`config.mk`:
```
export PLATFORM = sky130hd
export DESIGN_NAME = hall_bldc_commutation_supervisor
export DESIGN_NICKNAME = d
export VERILOG_FILES = /design/src/rtl/core/hbcs_pkg.sv /design/src/rtl/core/hall_bldc_commutation_supervisor.sv
export VERILOG_INCLUDE_DIRS = /design/src /design/src/rtl/core
export SDC_FILE = /design/constraint.sdc
export NUM_CORES = 1
export LEC_CHECK = 0
export ABC_AREA = 1
export BUFFER_PORTS_ARGS = -buffer_cell sky130_fd_sc_hd__buf_4
export CAP_MARGIN = 20
export CORE_UTILIZATION = 45
export CTS_CLUSTER_DIAMETER = 200
export CTS_CLUSTER_SIZE = 40
export DETAILED_ROUTE_END_ITERATION = 8
export GPL_TIMING_DRIVEN = 0
export PLACE_DENSITY = 0.67
export SYNTH_ARGS = -nofsm -noshare
export SYNTH_HDL_FRONTEND = slang
export SYNTH_SLANG_ARGS = --single-unit
```
`constraint.sdc`:
```
create_clock -name clk_i -period 7.1 [get_ports clk_i]
set_input_delay 0.355 -clock clk_i [delete_from_list [all_inputs] [get_ports clk_i]]
set_output_delay 0.355 -clock clk_i [all_outputs]
set_load 0.02 [all_outputs]
```
`src/rtl/core/hall_bldc_commutation_supervisor_assert.svh`:
```
`ifndef HALL_BLDC_COMMUTATION_SUPERVISOR_ASSERT_SVH
`define HALL_BLDC_COMMUTATION_SUPERVISOR_ASSERT_SVH

// Same-cycle implication, checked outside reset.
`define HBCS_ASSERT_NOW(label, clk, rst_n, ante, cons, msg) \
  label: assert property (@(posedge clk) disable iff (!rst_n) (ante) |-> (cons)) \
    else $error(msg);

// Next-cycle implication, checked outside reset.
`define HBCS_ASSERT_NEXT(label, clk, rst_n, ante, cons, msg) \
  label: assert property (@(posedge clk) disable iff (!rst_n) (ante) |=> (cons)) \
    else $error(msg);

`endif

```
`src/rtl/core/hbcs_pkg.sv`:
```
package hbcs_pkg;

  typedef struct packed {
    logic       run_open;
    logic [2:0] hall;
    logic       gate_ok;
    logic       trip_line_high;
    logic       trip_edge;
    logic [9:0] speed_sample;
  } in_req_t;

  typedef struct packed {
    logic [2:0] phase_enable;
    logic [1:0] pwm_phase;
    logic [5:0] pwm_duty;
    logic       driver_enable;
    logic       fault_led;
    logic       is_running;
  } out_rsp_t;

  localparam int unsigned CfgIdxW  = 3;
  localparam int unsigned CfgDataW = 24;

  localparam logic [CfgIdxW-1:0] CFG_VALID_MASK  = 3'd0;
  localparam logic [CfgIdxW-1:0] CFG_NEXT_HALL   = 3'd1;
  localparam logic [CfgIdxW-1:0] CFG_HIGH_PHASE  = 3'd2;
  localparam logic [CfgIdxW-1:0] CFG_LOW_PHASE   = 3'd3;
  localparam logic [CfgIdxW-1:0] CFG_STALL_LIMIT = 3'd4;

  localparam logic [7:0]  VALID_MASK_RST  = 8'd126;
  localparam logic [15:0] STALL_LIMIT_RST = 16'd2000;
  localparam logic [15:0] STILL_MAX       = 16'hFFFF;
  localparam logic [7:0]  DUTY_NONE       = 8'd255;
  localparam logic [1:0]  PWM_NONE        = 2'd3;

  function automatic logic [2:0] tbl_entry(input logic [CfgDataW-1:0] tbl,
                                           input logic [2:0] idx);
    tbl_entry = tbl[3*idx +: 3];
  endfunction

endpackage

```
`src/rtl/core/hall_bldc_commutation_supervisor.sv`:
```
// Six-step hall-sensored BLDC commutation supervisor.
// Input channel: one control tick per request (in_req_i) with RUN level, hall
// code, gate status, trip level, trip edge and speed ADC sample; accepted when
// in_valid_i is high and in_stall_o is low.
// Output channel: one result per tick (out_rsp_o) with bridge enables, PWM
// phase, duty, driver enable, fault LED and running flag; taken when
// out_valid_o is high and out_stall_i is low.
// The result is registered and appears in the cycle after the tick is accepted.
// Throughput: one tick per cycle while the receiver does not stall; all
// tick logic sits between the state registers and the result register.
// A stalled receiver holds the result register; a new tick is then accepted
// only in the cycle the held result is taken.
// Configuration: cfg_we_i writes register cfg_idx_i (0 valid hall mask,
// 1 next hall table, 2 high phase table, 3 low phase table, 4 stall limit);
// other indexes are ignored. Write only while no tick is in flight.
// Reset: asynchronous, drops the output valid and restores all
// supervisor state and configuration defaults; the block starts unreleased.
module hall_bldc_commutation_supervisor #(
  parameter int unsigned SAMPLE_PERIOD = 16
) (
  input  logic                           clk_i,
  input  logic                           rst_ni,
  input  logic                           cfg_we_i,
  input  logic [hbcs_pkg::CfgIdxW-1:0]   cfg_idx_i,
  input  logic [hbcs_pkg::CfgDataW-1:0]  cfg_wdata_i,
  input  logic                           in_valid_i,
  output logic                           in_stall_o,
  input  hbcs_pkg::in_req_t              in_req_i,
  output logic                           out_valid_o,
  input  logic                           out_stall_i,
  output hbcs_pkg::out_rsp_t             out_rsp_o
);
  import hbcs_pkg::*;

`include "hall_bldc_commutation_supervisor_assert.svh"

  localparam int unsigned CntW = (SAMPLE_PERIOD > 1) ? $clog2(SAMPLE_PERIOD) : 1;

  logic [7:0]          valid_mask_q;
  logic [CfgDataW-1:0] next_tbl_q, high_tbl_q, low_tbl_q;
  logic [15:0]         stall_limit_q;

  logic            released_q, running_q, fault_q, armed_q, drv_q, led_q;
  logic            released_d, running_d, fault_d, armed_d, drv_d, led_d;
  logic [2:0]      last_hall_q, last_hall_d;
  logic [5:0]      duty_q, duty_d;
  logic [7:0]      prev_duty_q, prev_duty_d;
  logic [CntW-1:0] scnt_q, scnt_d;
  logic [15:0]     still_q, still_d;
  logic [2:0]      en_q, en_d;
  logic [1:0]      pwm_q, pwm_d;

  logic     out_valid_q;
  out_rsp_t out_q, out_d;
  logic     in_acc;

  assign in_stall_o  = out_valid_q && out_stall_i;
  assign in_acc      = in_valid_i && !in_stall_o;
  assign out_valid_o = out_valid_q;
  assign out_rsp_o   = out_q;

  always_ff @(posedge clk_i or negedge rst_ni) begin
    if (!rst_ni) begin
      valid_mask_q  <= VALID_MASK_RST;
      next_tbl_q    <= '0;
      high_tbl_q    <= '0;
      low_tbl_q     <= '0;
      stall_limit_q <= STALL_LIMIT_RST;
    end else if (cfg_we_i) begin
      case (cfg_idx_i)
        CFG_VALID_MASK:  valid_mask_q  <= cfg_wdata_i[7:0];
        CFG_NEXT_HALL:   next_tbl_q    <= cfg_wdata_i;
        CFG_HIGH_PHASE:  high_tbl_q    <= cfg_wdata_i;
        CFG_LOW_PHASE:   low_tbl_q     <= cfg_wdata_i;
        CFG_STALL_LIMIT: stall_limit_q <= cfg_wdata_i[15:0];
        default: ;
      endcase
    end
  end

  always_comb begin
    logic            hall_ok;
    logic [CntW:0]   scnt_inc;
    logic [2:0]      hi, lo;
    logic [7:0]      duty_ext;

    released_d  = released_q;
    running_d   = running_q;
    fault_d     = fault_q;
    armed_d     = armed_q;
    drv_d       = drv_q;
    led_d       = led_q;
    last_hall_d = last_hall_q;
    duty_d      = duty_q;
    prev_duty_d = prev_duty_q;
    scnt_d      = scnt_q;
    still_d     = still_q;
    en_d        = en_q;
    pwm_d       = pwm_q;
    duty_ext    = {2'b00, duty_q};
    hall_ok     = valid_mask_q[in_req_i.hall];
    scnt_inc    = {1'b0, scnt_q} + (CntW+1)'(1);
    hi          = tbl_entry(high_tbl_q, in_req_i.hall);
    lo          = tbl_entry(low_tbl_q, in_req_i.hall);

    if (armed_q && in_req_i.trip_edge) begin
      en_d    = '0;
      drv_d   = 1'b0;
      fault_d = 1'b1;
    end

    if (in_req_i.run_open) begin
      en_d       = '0;
      drv_d      = 1'b0;
      armed_d    = 1'b0;
      running_d  = 1'b0;
      fault_d    = 1'b0;
      released_d = 1'b1;
      led_d      = 1'b0;
    end else if (!running_d && released_d && !fault_d) begin
      released_d = 1'b0;
      drv_d      = 1'b1;
      if (!in_req_i.gate_ok || !in_req_i.trip_line_high || !hall_ok) begin
        fault_d = 1'b1;
        en_d    = '0;
        drv_d   = 1'b0;
      end else begin
        armed_d     = 1'b1;
        running_d   = 1'b1;
        last_hall_d = in_req_i.hall;
        still_d     = '0;
        prev_duty_d = DUTY_NONE;
      end
    end

    if (running_d && !fault_d) begin
      if (!in_req_i.gate_ok || !hall_ok ||
          (in_req_i.hall != last_hall_d &&
           in_req_i.hall != tbl_entry(next_tbl_q, last_hall_d))) begin
        fault_d = 1'b1;
      end
      if (scnt_inc >= (CntW+1)'(SAMPLE_PERIOD)) begin
        scnt_d = '0;
        duty_d = (in_req_i.speed_sample[9:6] == '0) ? '0 : in_req_i.speed_sample[9:4];
      end else begin
        scnt_d = scnt_inc[CntW-1:0];
      end
      if (in_req_i.hall != last_hall_d || duty_d == '0) begin
        still_d = '0;
      end else begin
        if (still_d != STILL_MAX) begin
          still_d = still_d + 16'd1;
        end
        if (still_d >= stall_limit_q) begin
          fault_d = 1'b1;
        end
      end
      duty_ext = {2'b00, duty_d};
      if (fault_d) begin
        en_d  = '0;
        drv_d = 1'b0;
      end else if (in_req_i.hall != last_hall_d || duty_ext != prev_duty_d) begin
        en_d  = '0;
        pwm_d = PWM_NONE;
        if (hall_ok && duty_d != '0) begin
          if (hi <= 3'd2) begin
            pwm_d = hi[1:0];
          end
          for (int p = 0; p < 3; p++) begin
            en_d[p] = (hi == 3'(p)) || (lo == 3'(p));
          end
        end
      end
      last_hall_d = in_req_i.hall;
      prev_duty_d = duty_ext;
    end

    if (fault_d) begin
      en_d  = '0;
      drv_d = 1'b0;
      led_d = 1'b1;
    end

    out_d.phase_enable  = en_d;
    out_d.pwm_phase     = pwm_d;
    out_d.pwm_duty      = duty_d;
    out_d.driver_enable = drv_d;
    out_d.fault_led     = led_d;
    out_d.is_running    = running_d;
  end

  always_ff @(posedge clk_i or negedge rst_ni) begin
    if (!rst_ni) begin
      released_q  <= 1'b0;
      running_q   <= 1'b0;
      fault_q     <= 1'b0;
      armed_q     <= 1'b0;
      drv_q       <= 1'b0;
      led_q       <= 1'b0;
      last_hall_q <= '0;
      duty_q      <= '0;
      prev_duty_q <= DUTY_NONE;
      scnt_q      <= '0;
      still_q     <= '0;
      en_q        <= '0;
      pwm_q       <= PWM_NONE;
    end else if (in_acc) begin
      released_q  <= released_d;
      running_q   <= running_d;
      fault_q     <= fault_d;
      armed_q     <= armed_d;
      drv_q       <= drv_d;
      led_q       <= led_d;
      last_hall_q <= last_hall_d;
      duty_q      <= duty_d;
      prev_duty_q <= prev_duty_d;
      scnt_q      <= scnt_d;
      still_q     <= still_d;
      en_q        <= en_d;
      pwm_q       <= pwm_d;
    end
  end

  always_ff @(posedge clk_i or negedge rst_ni) begin
    if (!rst_ni) begin
      out_valid_q <= 1'b0;
    end else if (in_acc) begin
      out_valid_q <= 1'b1;
    end else if (!out_stall_i) begin
      out_valid_q <= 1'b0;
    end
  end

  always_ff @(posedge clk_i) begin
    if (in_acc) begin
      out_q <= out_d;
    end
  end

  `HBCS_ASSERT_NOW(a_fault_shuts_bridge, clk_i, rst_ni, fault_q,
                   (en_q == '0) && !drv_q, "fault left bridge powered")
  `HBCS_ASSERT_NOW(a_run_has_driver, clk_i, rst_ni, running_q && !fault_q,
                   drv_q, "running without gate driver")
  `HBCS_ASSERT_NOW(a_led_result_off, clk_i, rst_ni, out_valid_q && out_q.fault_led,
                   !out_q.driver_enable && (out_q.phase_enable == '0),
                   "fault result drives bridge")
  `HBCS_ASSERT_NEXT(a_open_stops, clk_i, rst_ni, in_acc && in_req_i.run_open,
                    out_valid_q && !out_q.is_running && !out_q.fault_led,
                    "open RUN did not stop the motor")

endmodule

```
# [Yosys cells after proc, flatten, opt, wreduce, memory -nomap -nowiden]
# Index checks and enable logic that the tools add are counted.
[word_totals] regBits=159 inputBits=49 out_inout_bits=16 wordCells=154
[op_classes] add_sub_neg=2 multipliers=2 magnitude_cmp=4 eq_ne=14 shifts=3 mux=65 reduce_logical=39
[op_table] op="16-bit 2-to-1 mux" count=8
[op_table] op="24-bit by 6-bit indexed part select with 3-bit output" count=3
[op_table] op="3-bit 2-to-1 mux" count=13
[op_table] op="8-bit 2-to-1 mux" count=4
[op_table] op="1-bit 2-to-1 mux" count=29
[op_table] op="6-bit 2-to-1 mux" count=4
[op_table] op="16-bit by 1-bit adder with 16-bit output, second input constant" count=1
[op_table] op="16-bit >= comparator" count=1
[op_table] op="16-bit inequality test, second input constant" count=1
[op_table] op="2-bit AND reduction" count=7
[op_table] op="3-bit by 2-bit equality test with 1-bit output, second input constant" count=4
[op_table] op="2-bit by 3-bit multiplier with 5-bit output, first input constant" count=2
[op_table] op="2-bit 2-to-1 mux" count=5
[op_table] op="3-bit by 1-bit equality test with 1-bit output, second input constant" count=3
[op_table] op="3-bit logical NOT" count=3
[op_table] op="1-bit logical OR" count=9
[op_table] op="1-bit logical AND" count=8
[op_table] op="6-bit by 8-bit inequality test with 1-bit output" count=1
[op_table] op="1-bit logical NOT" count=7
[op_table] op="6-bit logical NOT" count=1
[op_table] op="3-bit inequality test" count=2
[op_table] op="6-bit nonzero test" count=1
[op_table] op="4-bit by 1-bit adder with 5-bit output, second input constant" count=1
[op_table] op="5-bit >= comparator, second input constant" count=1
[op_table] op="10 further kinds" count=10

# [Logic depth before layout (Yosys ltp)]
# Gate-level depths: netlist (run 1).
[depth] ltp_word=21 mapped_depth=35 ltp_nobuf=32

# [Least setup slack after synthesis (run 1)]
# Ideal clock, no wire load.
[synth_timing] path_kind="flip-flop to flip-flop" startpoint="register valid_mask_q[6]" endpoint="register out_q, in the netlist out_rsp_o[10], data pin" arrival_ns=3.736 t_required_ns=6.845 slack_ns=3.110 path_stages_with_launch=32 path_buffers=2 cell_sequence="dfstp_2 -> inv_1 -> nand2_1 -> nand3_1 -> nand2_1 -> nand2_1 -> nand2_2 -> nand4_4 -> buf_6 -> buf_2 -> nand2_1 -> inv_1 -> ha_1 -> nand3_1 -> nor2_1 -> nand3_1 -> o21ai_1 -> nor3_2 -> nand3_1 -> xor2_1 -> ha_1 -> a21oi_1 -> o21ai_0 -> a21oi_1 -> nand3_1 -> nand2_1 -> nand2_1 -> inv_2 -> nand2_4 -> nor2_1 -> nand2_1 -> and2_1"
[synth_between] elab_chain_cells=18 word_cells_on_any_way=46
[synth_rtl] element="from (decl)" line_no="hall_bldc_commutation_supervisor.sv:39" rtl="logic [7:0] valid_mask_q;"
[synth_rtl] element="from (signal assigned)" line_no="hall_bldc_commutation_supervisor.sv:71" rtl="CFG_VALID_MASK: valid_mask_q <= cfg_wdata_i[7:0];"
[synth_rtl] element="1-bit binary-select mux with 3-bit select (*)" line_no="hall_bldc_commutation_supervisor.sv:101" rtl="hall_ok = valid_mask_q[in_req_i.hall];"
[synth_rtl] element="1-bit 2-to-1 mux (implied by the code) (*)" line_no="hall_bldc_commutation_supervisor.sv:101"
[synth_rtl] element="1-bit logical NOT" line_no="hall_bldc_commutation_supervisor.sv:123, hall_bldc_commutation_supervisor.sv:137"
[synth_rtl] element="1-bit logical OR" line_no="hall_bldc_commutation_supervisor.sv:123" rtl="if (!in_req_i.gate_ok || !in_req_i.trip_line_high || !hall_ok) begin"
[synth_rtl] element="3-bit 2-to-1 mux" line_no="hall_bldc_commutation_supervisor.sv:123"
[synth_rtl] element="3-bit 2-to-1 mux" line_no="hall_bldc_commutation_supervisor.sv:120" rtl="end else if (!running_d && released_d && !fault_d) begin"
[synth_rtl] element="3-bit 2-to-1 mux" line_no="hall_bldc_commutation_supervisor.sv:112" rtl="if (in_req_i.run_open) begin"
[synth_rtl] element="2-bit by 3-bit multiplier with 5-bit output" line_no="hbcs_pkg.sv:38" rtl="tbl_entry = tbl[3*idx +: 3];"
[synth_rtl] element="(+3 left out)"
[synth_rtl] element="1-bit logical OR" line_no="hall_bldc_commutation_supervisor.sv:137" rtl="if (!in_req_i.gate_ok || !hall_ok ||"
[synth_rtl] element="1-bit 2-to-1 mux" line_no="hall_bldc_commutation_supervisor.sv:137"
[synth_rtl] element="1-bit 2-to-1 mux" line_no="hall_bldc_commutation_supervisor.sv:154" rtl="if (still_d >= stall_limit_q) begin"
[synth_rtl] element="1-bit 2-to-1 mux" line_no="hall_bldc_commutation_supervisor.sv:148" rtl="if (in_req_i.hall != last_hall_d || duty_d == '0) begin"
[synth_rtl] element="1-bit 2-to-1 mux" line_no="hall_bldc_commutation_supervisor.sv:136" rtl="if (running_d && !fault_d) begin"
[synth_rtl] element="2-bit 2-to-1 mux" line_no="hall_bldc_commutation_supervisor.sv:159" rtl="if (fault_d) begin"
[synth_rtl] element="2-bit 2-to-1 mux (*)" line_no="hall_bldc_commutation_supervisor.sv:136"
[synth_rtl] element="net pwm_d[1]" line_no="hall_bldc_commutation_supervisor.sv:51" rtl="logic [1:0] pwm_q, pwm_d;"
[synth_rtl] element="to (signal assigned)" line_no="hall_bldc_commutation_supervisor.sv:236" rtl="out_q <= out_d;"
[synth_rtl] element="to (decl)" line_no="hall_bldc_commutation_supervisor.sv:54" rtl="out_rsp_t out_q, out_d;"
# Mark *: on every way through the listed nets, which the timed path passes. The rest lies on a longest branch. The select of a mux whose other input is x is not followed.
# A chain may end at the register's enable or synchronous reset.

# [Final worst setup path (run 1)]
[layout_timing] startpoint="register armed_q" endpoint="register out_q, in the netlist out_rsp_o[10], data pin"
[layout_between] elab_chain_cells=17 word_cells_on_any_way=39
[layout_rtl] element="from (decl)" line_no="hall_bldc_commutation_supervisor.sv:43" rtl="logic released_q, running_q, fault_q, armed_q, drv_q, led_q;"
[layout_rtl] element="from (signal assigned)" line_no="hall_bldc_commutation_supervisor.sv:211" rtl="armed_q <= armed_d;"
[layout_rtl] element="1-bit logical AND (*)" line_no="hall_bldc_commutation_supervisor.sv:106" rtl="if (armed_q && in_req_i.trip_edge) begin"
[layout_rtl] element="1-bit 2-to-1 mux (*)" line_no="hall_bldc_commutation_supervisor.sv:106"
[layout_rtl] element="1-bit logical NOT" line_no="hall_bldc_commutation_supervisor.sv:120"
[layout_rtl] element="1-bit logical AND" line_no="hall_bldc_commutation_supervisor.sv:120"
[layout_rtl] element="3-bit 2-to-1 mux" line_no="hall_bldc_commutation_supervisor.sv:120"
[layout_rtl] element="3-bit 2-to-1 mux" line_no="hall_bldc_commutation_supervisor.sv:112"
[layout_rtl] element="2-bit by 3-bit multiplier with 5-bit output" line_no="hbcs_pkg.sv:38"
[layout_rtl] element="24-bit by 6-bit indexed part select with 3-bit output" line_no="hbcs_pkg.sv:38"
[layout_rtl] element="(+2 left out)"
[layout_rtl] element="1-bit logical OR" line_no="hall_bldc_commutation_supervisor.sv:137"
[layout_rtl] element="1-bit 2-to-1 mux" line_no="hall_bldc_commutation_supervisor.sv:137"
[layout_rtl] element="1-bit 2-to-1 mux" line_no="hall_bldc_commutation_supervisor.sv:154"
[layout_rtl] element="1-bit 2-to-1 mux" line_no="hall_bldc_commutation_supervisor.sv:148"
[layout_rtl] element="1-bit 2-to-1 mux" line_no="hall_bldc_commutation_supervisor.sv:136"
[layout_rtl] element="2-bit 2-to-1 mux" line_no="hall_bldc_commutation_supervisor.sv:159"
[layout_rtl] element="2-bit 2-to-1 mux (*)" line_no="hall_bldc_commutation_supervisor.sv:136"
[layout_rtl] element="net pwm_d[1]" line_no="hall_bldc_commutation_supervisor.sv:51"
# Marked as above.

==> results of run 1 <==
## stage by stage
step,area [µm²],setup slack (ps)
6_report,9862,2162
5_1_grt,9862,1849
4_1_cts,9862,2209
3_5_place_dp,9220,2112
3_3_place_gp,9174,2086
2_1_floorplan,8444,3110
## synth_stat cells (7+ instances only)
| cell type | instances | area share [%] |
|---|---|---|
| ha_1 | 18 | 2.7 |
| nor2_1 | 64 | 2.8 |
| nand3_1 | 63 | 3.7 |
| nand2_2 | 9 | 0.67 |
| o21ai_0 | 176 | 10 |
| edfxtp_1 | 14 | 5.0 |
| dfstp_2 | 22 | 6.8 |
| a21oi_1 | 39 | 2.3 |
| nand4_1 | 7 | 0.52 |
| nor3_1 | 11 | 0.65 |
| nor2_2 | 7 | 0.52 |
| inv_1 | 126 | 5.6 |
| o22ai_1 | 13 | 0.96 |
| clkbuf_1 | 34 | 1.5 |
| nand2_1 | 271 | 12 |
| xor2_1 | 12 | 1.2 |
| dfrtp_1 | 123 | 36 |
## worst max-delay path: cells and delay by family (launching register included)
| kind | cells | cell delay, ps |
|---|---|---|
| fa+ha+maj | 2 | 510 |
| xor+xnor | 1 | 240 |
| flops | 1 | 380 |
| simple gates | 17 | 2510 |
| compound gates | 4 | 480 |
| buf+inv | 4 | 580 |
## worst max-delay path by stage
| stage | startpoint | slack, ps | depth (start not counted) | end |
|---|---|---|---|---|
| 3_5_place_dp | in_req_i[13] | 2110 | 32 | out_rsp_o[10] |
| 3_3_place_gp | in_req_i[13] | 2090 | 32 | out_rsp_o[10] |
| 5_1_grt | armed_q | 1850 | 28 | out_rsp_o[10] |
| 4_1_cts | armed_q | 2210 | 28 | out_rsp_o[10] |
| 6_report | armed_q | 2160 | 28 | out_rsp_o[10] |
| 2_1_floorplan | valid_mask_q[6] | 3110 | 31 | out_rsp_o[10] |
## cell type report
class / instances / area, µm²
Tap cell: 229 / 286.5
Sequential cell: 159 / 4076
Buffer: 47 / 221.5
Clock inverter: 11 / 138.9
Timing Repair Buffer: 62 / 499.2
Fill cell: 1735 / 8285
Clock buffer: 21 / 493.0
Inverter: 134 / 503.0
Multi-Input combinational cell: 738 / 3643
## per-layer routing
metal	vias to the layer above	share of wire (%)
li1	3688	-
met1	3610	46
met2	250	47
met3	21	5.8
met4	0	1.2
met5	-	0
## flip-flops by register name (all words and copies together), names as in the netlist, 2 cells and up
name	cells
high_tbl_q	24
low_tbl_q	24
next_tbl_q	24
stall_limit_q	16
still_q	16
out_rsp_o	14
prev_duty_q	8
valid_mask_q	8
duty_q	6
scnt_q	4
en_q	3
last_hall_q	3
pwm_q	2
## kinds of logic (layout without fill, tap and decap cells)
kind of cell,after synthesis,in the layout,synth area share [%]
AO/OA/AOI/OAI,255,255,16.03
XOR/XNOR,15,15,1.556
adder cells (fa/ha/maj),18,18,2.667
buffers and inverters,181,275,8.579
flip-flops,159,159,48.27
AND/OR/NAND/NOR,450,450,22.89
## where the power goes
| group | total [mW] | internal (mW) | switching, mW |
|---|---|---|---|
| clock | 0.987 | 0.580 | 0.407 |
| combinational | 0.939 | 0.342 | 0.597 |
| sequential | 1.25 | 1.14 | 0.109 |
## repair_timing
action | in CTS | in global routing
hold buffers | 1 | 0
hold endpoints to repair | 47 | 0
endpoints found under the setup margin | 0 | 0
==> run metrics, run 1 <==
Hold Vio Cnt, Final=0; commonest non-fill, non-tap cell in the layout=nand2_1; pwr/cell area=322.3 nW/µm²; routability congestion estimate=between 0.8 and 0.9; vias after detailed routing=approximately 7,600; Leakage=between 4 and 5 nW; Mapped Cells=1,078; Slowest cell on crit path=dfrtp_1; vias in the first global route=~7,100; Tcrit/Tclk final=a little over two thirds; syn_nets=1,145; Clock Sinks=between 150 and 200; Hold Path Class=primary input to flop; diode count=0; DRC violations left=6; GRT busiest layer=met2; routed length per instance=16.45 µm; met3 usage=4.178%; post-CTS sizing=0; most frequent cells in the layout=271 x nand2_1, 176 x o21ai_0, 126 x inv_1, 123 x dfrtp_1, 64 x nor2_1; Port-buffer cells=just under 60; cell depth of the worst flop-to-flop path=28; CTS tree=yes; Final Net Count=around 1,200; first-pass detailed-route iteration total=9; share of cells above drive strength 1=13.74%; min Tclk post-route=4938 ps; Final Util=54.34%; clk slew on worst S/H paths=60 ps; Avg Synthesized Cell Area=7.833 µm²; R2R Setup Slk=2160 ps; postcts setup bufs=0; worst skew pair latency=440 ps; CTS root buf=clkbuf_16; Reg-to-Reg Start=armed_q; Initial Utilization=46.53%; H-tree Lvls=4; deepest clock path buffer count=2; grt ovf=0; core area=18,150 µm²; Yosys cell types=41; vias per cell=5.403; max incr delay on CP=roughly 380 ps; Crit Path Class=flop to flop; Hold WS=120.2 ps; DIE HEIGHT=139.0 µm; final wirelength=23,050 µm; Peak Freq=202.5 MHz; All-Layer GR Usage=25.14%; CP Max Fanout=10; Clock Skews=approximately 12 ps; hold path cells=3; I/O pin cnt=65; Seq/Total Area, Yosys=48.27%; failing checks=design-rule violations; area delta synth->final=16.79%; EDFF count, synth=14; async set or reset register ratio after synthesis=91.19%; final setup fails=0; RSZ-0062 raised after global routing=no; initial antenna violation count=0; HP Start=in_valid_i; Worst EP required=7300 ps; met2 usage=40.70%; nature of the critical path endpoint=flop; Worst setup SP type=flop; Yosys Warn Count=0; non-filler cells, final=approximately 1,400; Synth Register Bits=about 160; die area=19,320 µm²; status=finished, violations left; antenna-violating nets left=0; most frequent CP cell=nand2_1; pin count of the biggest net entering global routing=88; first-pass GRT wire length=37,720 µm; setup_tns=0 ps; # rows=49; Hold Path Sink=out_valid_o; maximum vdd drop=0.1879 mV; reg2reg end=out_rsp_o[10]; chip width=about 140 µm; Least-Margin Pin Slew=653.6 ps; Initial DRC Count=698; top_reg_cell synth=dfrtp_1; TritonCTS Buffers=17; Max-Slew Margin vs Limit=between 50% and 60%; Power Total=3.178 mW; M1 GR Usage=a little over a third; Max Cap Viol=0; mapped cell area=8444 µm²; placed insts=1,368; hpwl dp=~17,000 µm; Arr. time, crit path=a little over 5000 ps; max-slew violation count=0
(Power assumes the default switching activity.)
==> run 2, diff against run 1 <==
--- a/config.mk
+++ b/config.mk
@@ -6,7 +6,7 @@
 export SDC_FILE = /design/constraint.sdc
 export NUM_CORES = 1
 export LEC_CHECK = 0
-export ABC_AREA = 1
+export ABC_AREA = 0
 export BUFFER_PORTS_ARGS = -buffer_cell sky130_fd_sc_hd__buf_4
 export CAP_MARGIN = 20
 export CORE_UTILIZATION = 45
@@ -14,7 +14,7 @@
 export CTS_CLUSTER_SIZE = 40
 export DETAILED_ROUTE_END_ITERATION = 8
 export GPL_TIMING_DRIVEN = 0
-export PLACE_DENSITY = 0.67
+export PLACE_DENSITY = 0.69
 export SYNTH_ARGS = -nofsm -noshare
 export SYNTH_HDL_FRONTEND = slang
 export SYNTH_SLANG_ARGS = --single-unit
==> constraint.sdc (replaced) <==
create_clock -name clk_i -period 4.2 [get_ports clk_i]
set_input_delay 0.21 -clock clk_i [delete_from_list [all_inputs] [get_ports clk_i]]
set_output_delay 0.21 -clock clk_i [all_outputs]
set_load 0.02 [all_outputs]
==> run metrics, run 2 <==
status=finished, violations left; failing checks=design-rule violations, negative setup slack; H-tree Lvls=4 (unchanged); Final Net Count=901 (-27%); CTS root buf=clkbuf_16; Hold Path Sink=next_tbl_q[20]; I/O pin cnt=65 (unchanged); xor/xnor cell area share of the yosys netlist=2.306% (+0.75 points); Net Sw Frac=32.18% (-2.8 points); Least-Margin Pin Slew=907.3 ps (+253.7 ps); initial antenna violation count=0 (unchanged); vias in the first global route=6,212 (-13%); Clock Sinks=159 (unchanged); biggest regs=high_tbl_q: 24 flops, low_tbl_q: 24 flops, next_tbl_q: 24 flops; Yosys Warn Count=0 (unchanged); Clock power frac=29.4% (-1.6 points); routability congestion estimate=0.8340 (-4.3%); CP Max Fanout=6 (-4); most common cell in the netlist=dfrtp_1; Hold Path Class=primary input to flop; CTS tree=yes; Tcrit/Tclk final=121.5% (+52 points); Post-Place Worst Slack=-1214 ps (-3326 ps); area leader, netlist=dfrtp_1; Max Cap Viol=0 (unchanged); vias per cell=5.794 (+7.2%); combinational group share of total power=29.5% (about the same); Worst EP required=4380 ps (-2920 ps); Compound-Gate Fraction of Synth Area=12.17% (-3.9 points); DRC violations left=6 (unchanged); Hold Vio Cnt, Final=0 (unchanged); clk slew on worst S/H paths=60 ps (about the same); Avg Synthesized Cell Area=11.54 µm² (+47%); Worst Path Buf+Inv=2 (-2); pin count of the biggest net entering global routing=98 (+11%); Slowest cell on crit path=mux4_2; syn_nets=791 (-31%); Register Area=4076 µm² (unchanged); antenna-violating nets left=0 (unchanged); DP Area=9198 µm² (-0.24%); hold path cells=3 (unchanged); setup ws final=-904.5 ps (-3067 ps); routed length per instance=18.93 µm (+15%); HP Start=cfg_wdata_i[20]; min Tclk post-route=5104 ps (+166.6 ps); NetSw=1.678 mW (+51%); async set or reset register ratio after synthesis=91.19% (unchanged); reg2reg end=out_rsp_o[10]; R2R Setup Slk=-900 ps (-3070 ps); Mapped Cells=724 (-33%); Sequential Power Share=41.1% (+1.7 points); Leakage=4.423 nW (-6.9%); Synth Register Bits=159 (unchanged); Peak Freq=195.9 MHz (-3.3%); Port-buffer cells=59 (unchanged); Crit Path Class=flop to flop; Synth Area in Adders=2.695% (+0.028 points); mapped cell area=8357 µm² (-1.0%); # rows=49 (unchanged); Seq/Total Area, Yosys=48.78% (+0.51 points); RSZ-0062 raised after global routing=yes; vias after detailed routing=6,234 (-18%); EDFF count, synth=14 (unchanged); Arr. time, crit path=5280 ps (+150 ps); chip width=138.3 µm (-0.51%); Clock Skews=11.62 ps (+0.09670 ps); final wirelength=20,370 µm (-12%); grt ovf=0 (unchanged); Synth top area share=36.83% (+0.38 points); Yosys cell types=64 (+56%); worst skew pair latency=430 ps (about the same); main combinational cell family by area after synthesis=multiplexers; deepest clock path buffer count=2 (unchanged); CP Cell Sequence=mux4_2, mux2_4, nand2_8, clkbuf_16, and2_4, ha_4, and4_1, nand4_1, a2111o_1, clkbuf_8, nand4_1, xor2_1, nor2_1, ha_1, a2111oi_4, o21ai_1, a21o_1, a221oi_4, nand3_2, mux2_4; Initial Utilization=46.21% (-0.33 points); diode count=0 (unchanged); area delta synth->final=21.57%; hpwl dp=14,100 µm (-15%); first-pass GRT wire length=33,510 µm (-11%); commonest non-fill, non-tap cell in the layout=dfrtp_1; max incr delay on CP=460 ps (+80 ps); maximum vdd drop=0.3154 mV (+68%); delay-heaviest family, CP=compound AO/OA/AOI/OAI gates; first-pass detailed-route iteration total=7 (-2); cell depth of the worst flop-to-flop path=20 (-29%); Cell Int Power=3.536 mW (+71%); most frequent cells in the layout=123 x dfrtp_1, 84 x buf_4, 81 x mux2_2, 70 x nand2_1, 37 x o21ai_0; top cells by count, synth=123 x dfrtp_1, 82 x mux2_2, 72 x nand2_1; Worst setup SP type=flop; All-Layer GR Usage=22.58% (-2.6 points); core area=18,090 µm² (-0.34%); largest cells by area after synthesis=dfrtp_1 37%, mux2_2 11%, dfstp_2 6.9%; Synth Area in Simple Gates=10.09% (-13 points); max-slew violation count=0 (unchanged); Max-Slew Margin vs Limit=39.15% (-17 points); TritonCTS Buffers=17 (unchanged); design area=10,160 µm² (+3.0%); Reg-to-Reg Start=valid_mask_q[0]; Fillers=1,512 (-13%); final setup fails=15 (+15); share of cells above drive strength 1=33.65% (+20 points); Initial DRC Count=451 (-35%); top_reg_cell synth=dfrtp_1; pwr/cell area=513.2 nW/µm² (+59%); die area=19,120 µm² (-1.0%); multiplexer share of the synthesized area=20.60% (+21 points); area of the multi-input gates=4159 µm² (+14%); critical path startpoint=valid_mask_q[0]; nature of the critical path endpoint=flop; DIE HEIGHT=138.3 µm (-0.51%)
-- run 2: worst max-delay path by stage --
stage | to | slack (ps) | cells after the start
final | out_rsp_o[10] | -900 | 20
after global routing | out_rsp_o[9] | -1100 | 20
after CTS | out_rsp_o[10] | -980 | 20
after detailed placement | out_rsp_o[10] | -1210 | 21
after global placement | out_rsp_o[10] | -1230 | 22
after floorplan | out_rsp_o[10] | -540 | 20
-- run 2: layer usage --
| metal | vias to the layer above | part of all wire [%] | track usage [%] |
|---|---|---|---|
| met1 | 3120 | 45 | 30.60 |
| met2 | 183 | 48 | 36.28 |
| li1 | 2892 | - | - |
| met5 | - | 0 | 0 |
| met4 | 0 | 2.4 | 8.457 |
| met3 | 39 | 4.4 | 4.226 |
-- run 2: timing repair --
action / 4_1_cts / 5_1_grt
pin swaps: 13 / 9
hold buffers: 2 / 0
hold endpoints to repair: 34 / 0
endpoints found under the setup margin: 15 / 15
resized for setup: 22 / 7
buffers inserted: 23 / 4
-- run 2: kinds of logic after synthesis --
group                      Yosys count
and+or+nand+nor                    177
DFF                                159
adders and majority gates           18
xor gates and xnor gates            22
buffers and inverters               67
muxes                              132
AOI/OAI and AO/OA                  149
-- run 2: worst register-to-register path, cell delays in order, from the launching register on --
cell	delay (ps)
dfrtp_1	380
mux4_2	460
mux2_4	360
nand2_8	90
clkbuf_16	130
and2_4	150
ha_4	140
and4_1	190
nand4_1	120
a2111o_1	420
clkbuf_8	200
nand4_1	120
xor2_1	180
nor2_1	80
ha_1	360
a2111oi_4	290
o21ai_1	110
a21o_1	230
a221oi_4	350
nand3_2	160
mux2_4	330
-- run 2: area by class of cell --
cell class,count,share of cell area [%]
Multi-Input combinational cell,498,40.94
Tap cell,229,2.820
Buffer,35,1.995
Timing Repair Buffer,91,7.118
Clock buffer,24,5.160
Clock inverter,8,0.6650
Inverter,32,1.182
Sequential cell,159,40.12
-- run 2: per-stage QoR --
| step | std cells | power (mW) | hold WS (ps) | TNS, ps | utilization [%] |
|---|---|---|---|---|---|
| after floorplan | 724 | 3.184 | -85.59 | -5358 | - |
| after detailed placement | 1014 | 3.620 | 182.6 | -15710 | 50.85 |
| after global placement | 1012 | 3.568 | 415.5 | -15990 | 50.60 |
| after CTS | 1071 | 5.224 | 7.102 | -13050 | 55.78 |
| final | 1076 | 5.214 | 11.16 | -11970 | 56.17 |
| after global routing | 1076 | 5.488 | 19.01 | -15240 | 56.17 |
-- run 2: power by group through the flow --
stage	clock [mW]	sequential, mW	combinational (mW)
after global placement	0	2.15	1.41
after detailed placement	0	2.17	1.45
after floorplan	0	2.13	1.05
final	1.53	2.14	1.54
after global routing	1.62	2.19	1.68
after CTS	1.55	2.14	1.53
==> run 3, diff against run 2 <==
--- a/config.mk
+++ b/config.mk
@@ -9,12 +9,14 @@
 export ABC_AREA = 0
 export BUFFER_PORTS_ARGS = -buffer_cell sky130_fd_sc_hd__buf_4
 export CAP_MARGIN = 20
-export CORE_UTILIZATION = 45
+export CELL_PAD_IN_SITES_DETAIL_PLACEMENT = 1
+export CELL_PAD_IN_SITES_GLOBAL_PLACEMENT = 2
+export CORE_UTILIZATION = 37
 export CTS_CLUSTER_DIAMETER = 200
 export CTS_CLUSTER_SIZE = 40
 export DETAILED_ROUTE_END_ITERATION = 8
 export GPL_TIMING_DRIVEN = 0
-export PLACE_DENSITY = 0.69
+export PLACE_DENSITY = 0.8
 export SYNTH_ARGS = -nofsm -noshare
 export SYNTH_HDL_FRONTEND = slang
 export SYNTH_SLANG_ARGS = --single-unit
==> run metrics, run 3 (synthesis gave the netlist of run 2 again) <==
status=finished, violations left; failing checks=design-rule violations, negative setup slack; delay-heaviest family, CP=compound AO/OA/AOI/OAI gates; Peak Freq=190.8 MHz (-2.6%); Worst setup SP type=flop; Reg-to-Reg Start=valid_mask_q[7]; Arr. time, crit path=5430 ps (+150 ps); Worst Path Buf+Inv=2 (unchanged); setup_tns=-14,660 ps (-2688 ps); Hold WS=23.32 ps (+12.15 ps); nature of the critical path endpoint=flop; setup ws final=-1040 ps (-135.5 ps); CP Max Fanout=4 (-2); Final Net Count=902 (+0.11%); hpwl dp=16,830 µm (+19%); RSZ-0062 raised after global routing=yes; placed insts=1,065 (+5.0%); HP Start=cfg_wdata_i[20]; core area=21,960 µm² (+21%); pwr/cell area=522.8 nW/µm² (+1.9%); Initial Utilization=38.06% (-8.1 points); most frequent cells in the layout=123 x dfrtp_1, 83 x buf_4, 82 x mux2_2, 70 x nand2_1, 37 x o21ai_0; vias per cell=5.569 (-3.9%); Power Total=5.372 mW (+3.0%); Leakage=4.437 nW (+0.32%); Least-Margin Pin Slew=860.9 ps (-46.34 ps); DIE HEIGHT=152.3 µm (+10%); area delta synth->final=22.94%; final setup fails=15 (unchanged); critical path startpoint=valid_mask_q[7]; hold path cells=3 (unchanged); diode count=0 (unchanged); Worst EP required=4390 ps (about the same); CTS root buf=clkbuf_16; H-tree Lvls=4 (unchanged); Clock Sinks=159 (unchanged); min Tclk post-route=5240 ps (+135.5 ps); Fillers=2,312 (+53%); All-Layer GR Usage=21.44% (-1.1 points); initial antenna violation count=0 (unchanged); DRC violations left=7 (+1); first-pass detailed-route iteration total=7 (unchanged); WP depth=20 (unchanged); max-slew violation count=0 (unchanged); TritonCTS Buffers=17 (unchanged); cell depth of the worst flop-to-flop path=20 (unchanged); CP Cell Sequence=mux4_2, mux2_4, nand2_8, clkbuf_16, and2_4, ha_4, and4_1, nand4_1, a2111o_1, clkbuf_8, nand4_1, xor2_1, nor2_1, ha_1, a2111oi_4, o21ai_1, a21o_1, a221oi_4, nand3_2, mux2_4; CTS tree=yes; vias in the first global route=6,874 (+11%); final wirelength=23,650 µm (+16%); Max-Slew Margin vs Limit=42.26% (+3.1 points); clk slew on worst S/H paths=70 ps (about the same); non-filler cells, final=1,128 (+4.8%); antenna-violating nets left=0 (unchanged); share of cells above drive strength 1=34.79% (+1.1 points); grt ovf=0 (unchanged); # rows=54 (+10%); routed length per instance=20.97 µm (+11%); commonest non-fill, non-tap cell in the layout=dfrtp_1; routability congestion estimate=0.8698 (+4.3%); max incr delay on CP=460 ps (about the same); Tcrit/Tclk final=124.8% (+3.2 points); first-pass GRT wire length=38,560 µm (+15%); Hold Vio Cnt, Final=0 (unchanged); Crit Path Class=flop to flop; Max Cap Viol=0 (unchanged); I/O pin cnt=65 (unchanged); maximum vdd drop=0.2777 mV (-12%); Initial DRC Count=352 (-22%); chip width=152.3 µm (+10%); pin count of the biggest net entering global routing=95 (-3.1%); Port-buffer cells=59 (unchanged); Slowest cell on crit path=mux4_2; deepest clock path buffer count=2 (unchanged); vias after detailed routing=6,282 (+0.77%); biggest regs=high_tbl_q: 24 flops, low_tbl_q: 24 flops, next_tbl_q: 24 flops; die area=23,190 µm² (+21%); worst skew pair latency=440 ps (about the same); Clock Skews=10.61 ps (-1.008 ps); Hold Path Class=primary input to flop
## run 3: routing by layer
layer / vias up / share of wire [%] / GRT usage [%]
li1: 2874 / - / -
met1: 3233 / 44 / 27.46
met3: 34 / 3.7 / 3.868
met4: 0 / 1.8 / 6.803
met5: - / 0 / 0
met2: 141 / 50 / 36.73
## run 3: layout make-up
type / instances / area [µm²] / area share (%)
multi-input combinational: 498 / 4174 / 40.63
timing repair buffer: 92 / 735.7 / 7.161
clock buffer: 19 / 454.2 / 4.421
buffer: 35 / 202.7 / 1.973
sequential: 159 / 4076 / 39.68
inverter: 32 / 120.1 / 1.169
tap: 280 / 350.3 / 3.410
clock inverter: 13 / 160.2 / 1.559
## run 3: report_power, final
| part | switching, mW | internal, mW | total [mW] | leakage, nW |
|---|---|---|---|---|
| clock | 0.704 | 0.934 | 1.64 | 0.299 |
| sequential | 0.222 | 1.94 | 2.16 | 1.90 |
| combinational | 0.862 | 0.712 | 1.57 | 2.24 |
## run 3: metrics by stage
step	area, µm²	setup slack, ps	utilization [%]
6_report	10270	-1040	46.79
5_1_grt	10270	-1244	46.79
4_1_cts	10140	-1156	46.19
3_5_place_dp	9261	-1463	42.18
3_3_place_gp	9215	-1361	41.97
2_1_floorplan	8422	-543.3	-
## run 3: worst register-to-register path: stages (launching register included)
cell and delay (ps):
dfrtp_1 380, mux4_2 460, mux2_4 340, nand2_8 100, clkbuf_16 130, and2_4 150
ha_4 130, and4_1 200, nand4_1 190, a2111o_1 460, clkbuf_8 200, nand4_1 90
xor2_1 190, nor2_1 90, ha_1 350, a2111oi_4 300, o21ai_1 140, a21o_1 290
a221oi_4 340, nand3_2 160, mux2_4 330
## run 3: path summary, 6_finish.rpt
path | end | slack, ps
worst min register to register | prev_duty_q[6] | 500
worst min-delay path | next_tbl_q[20] | 20
max in group asynchronous | high_tbl_q[18] | 3050
worst max register to register | out_rsp_o[10] | -1040
worst max-delay path | out_rsp_o[10] | -1040
min in group asynchronous | scnt_q[3] | 280
## run 3: repair_timing
item                                    4_1_cts  5_1_grt
setup buffers                                24        5
endpoints found under the hold margin        42        0
endpoints found under the setup margin       15       15
hold buffers                                  2        0
pin swaps                                     7       20
resized for setup                            12       24
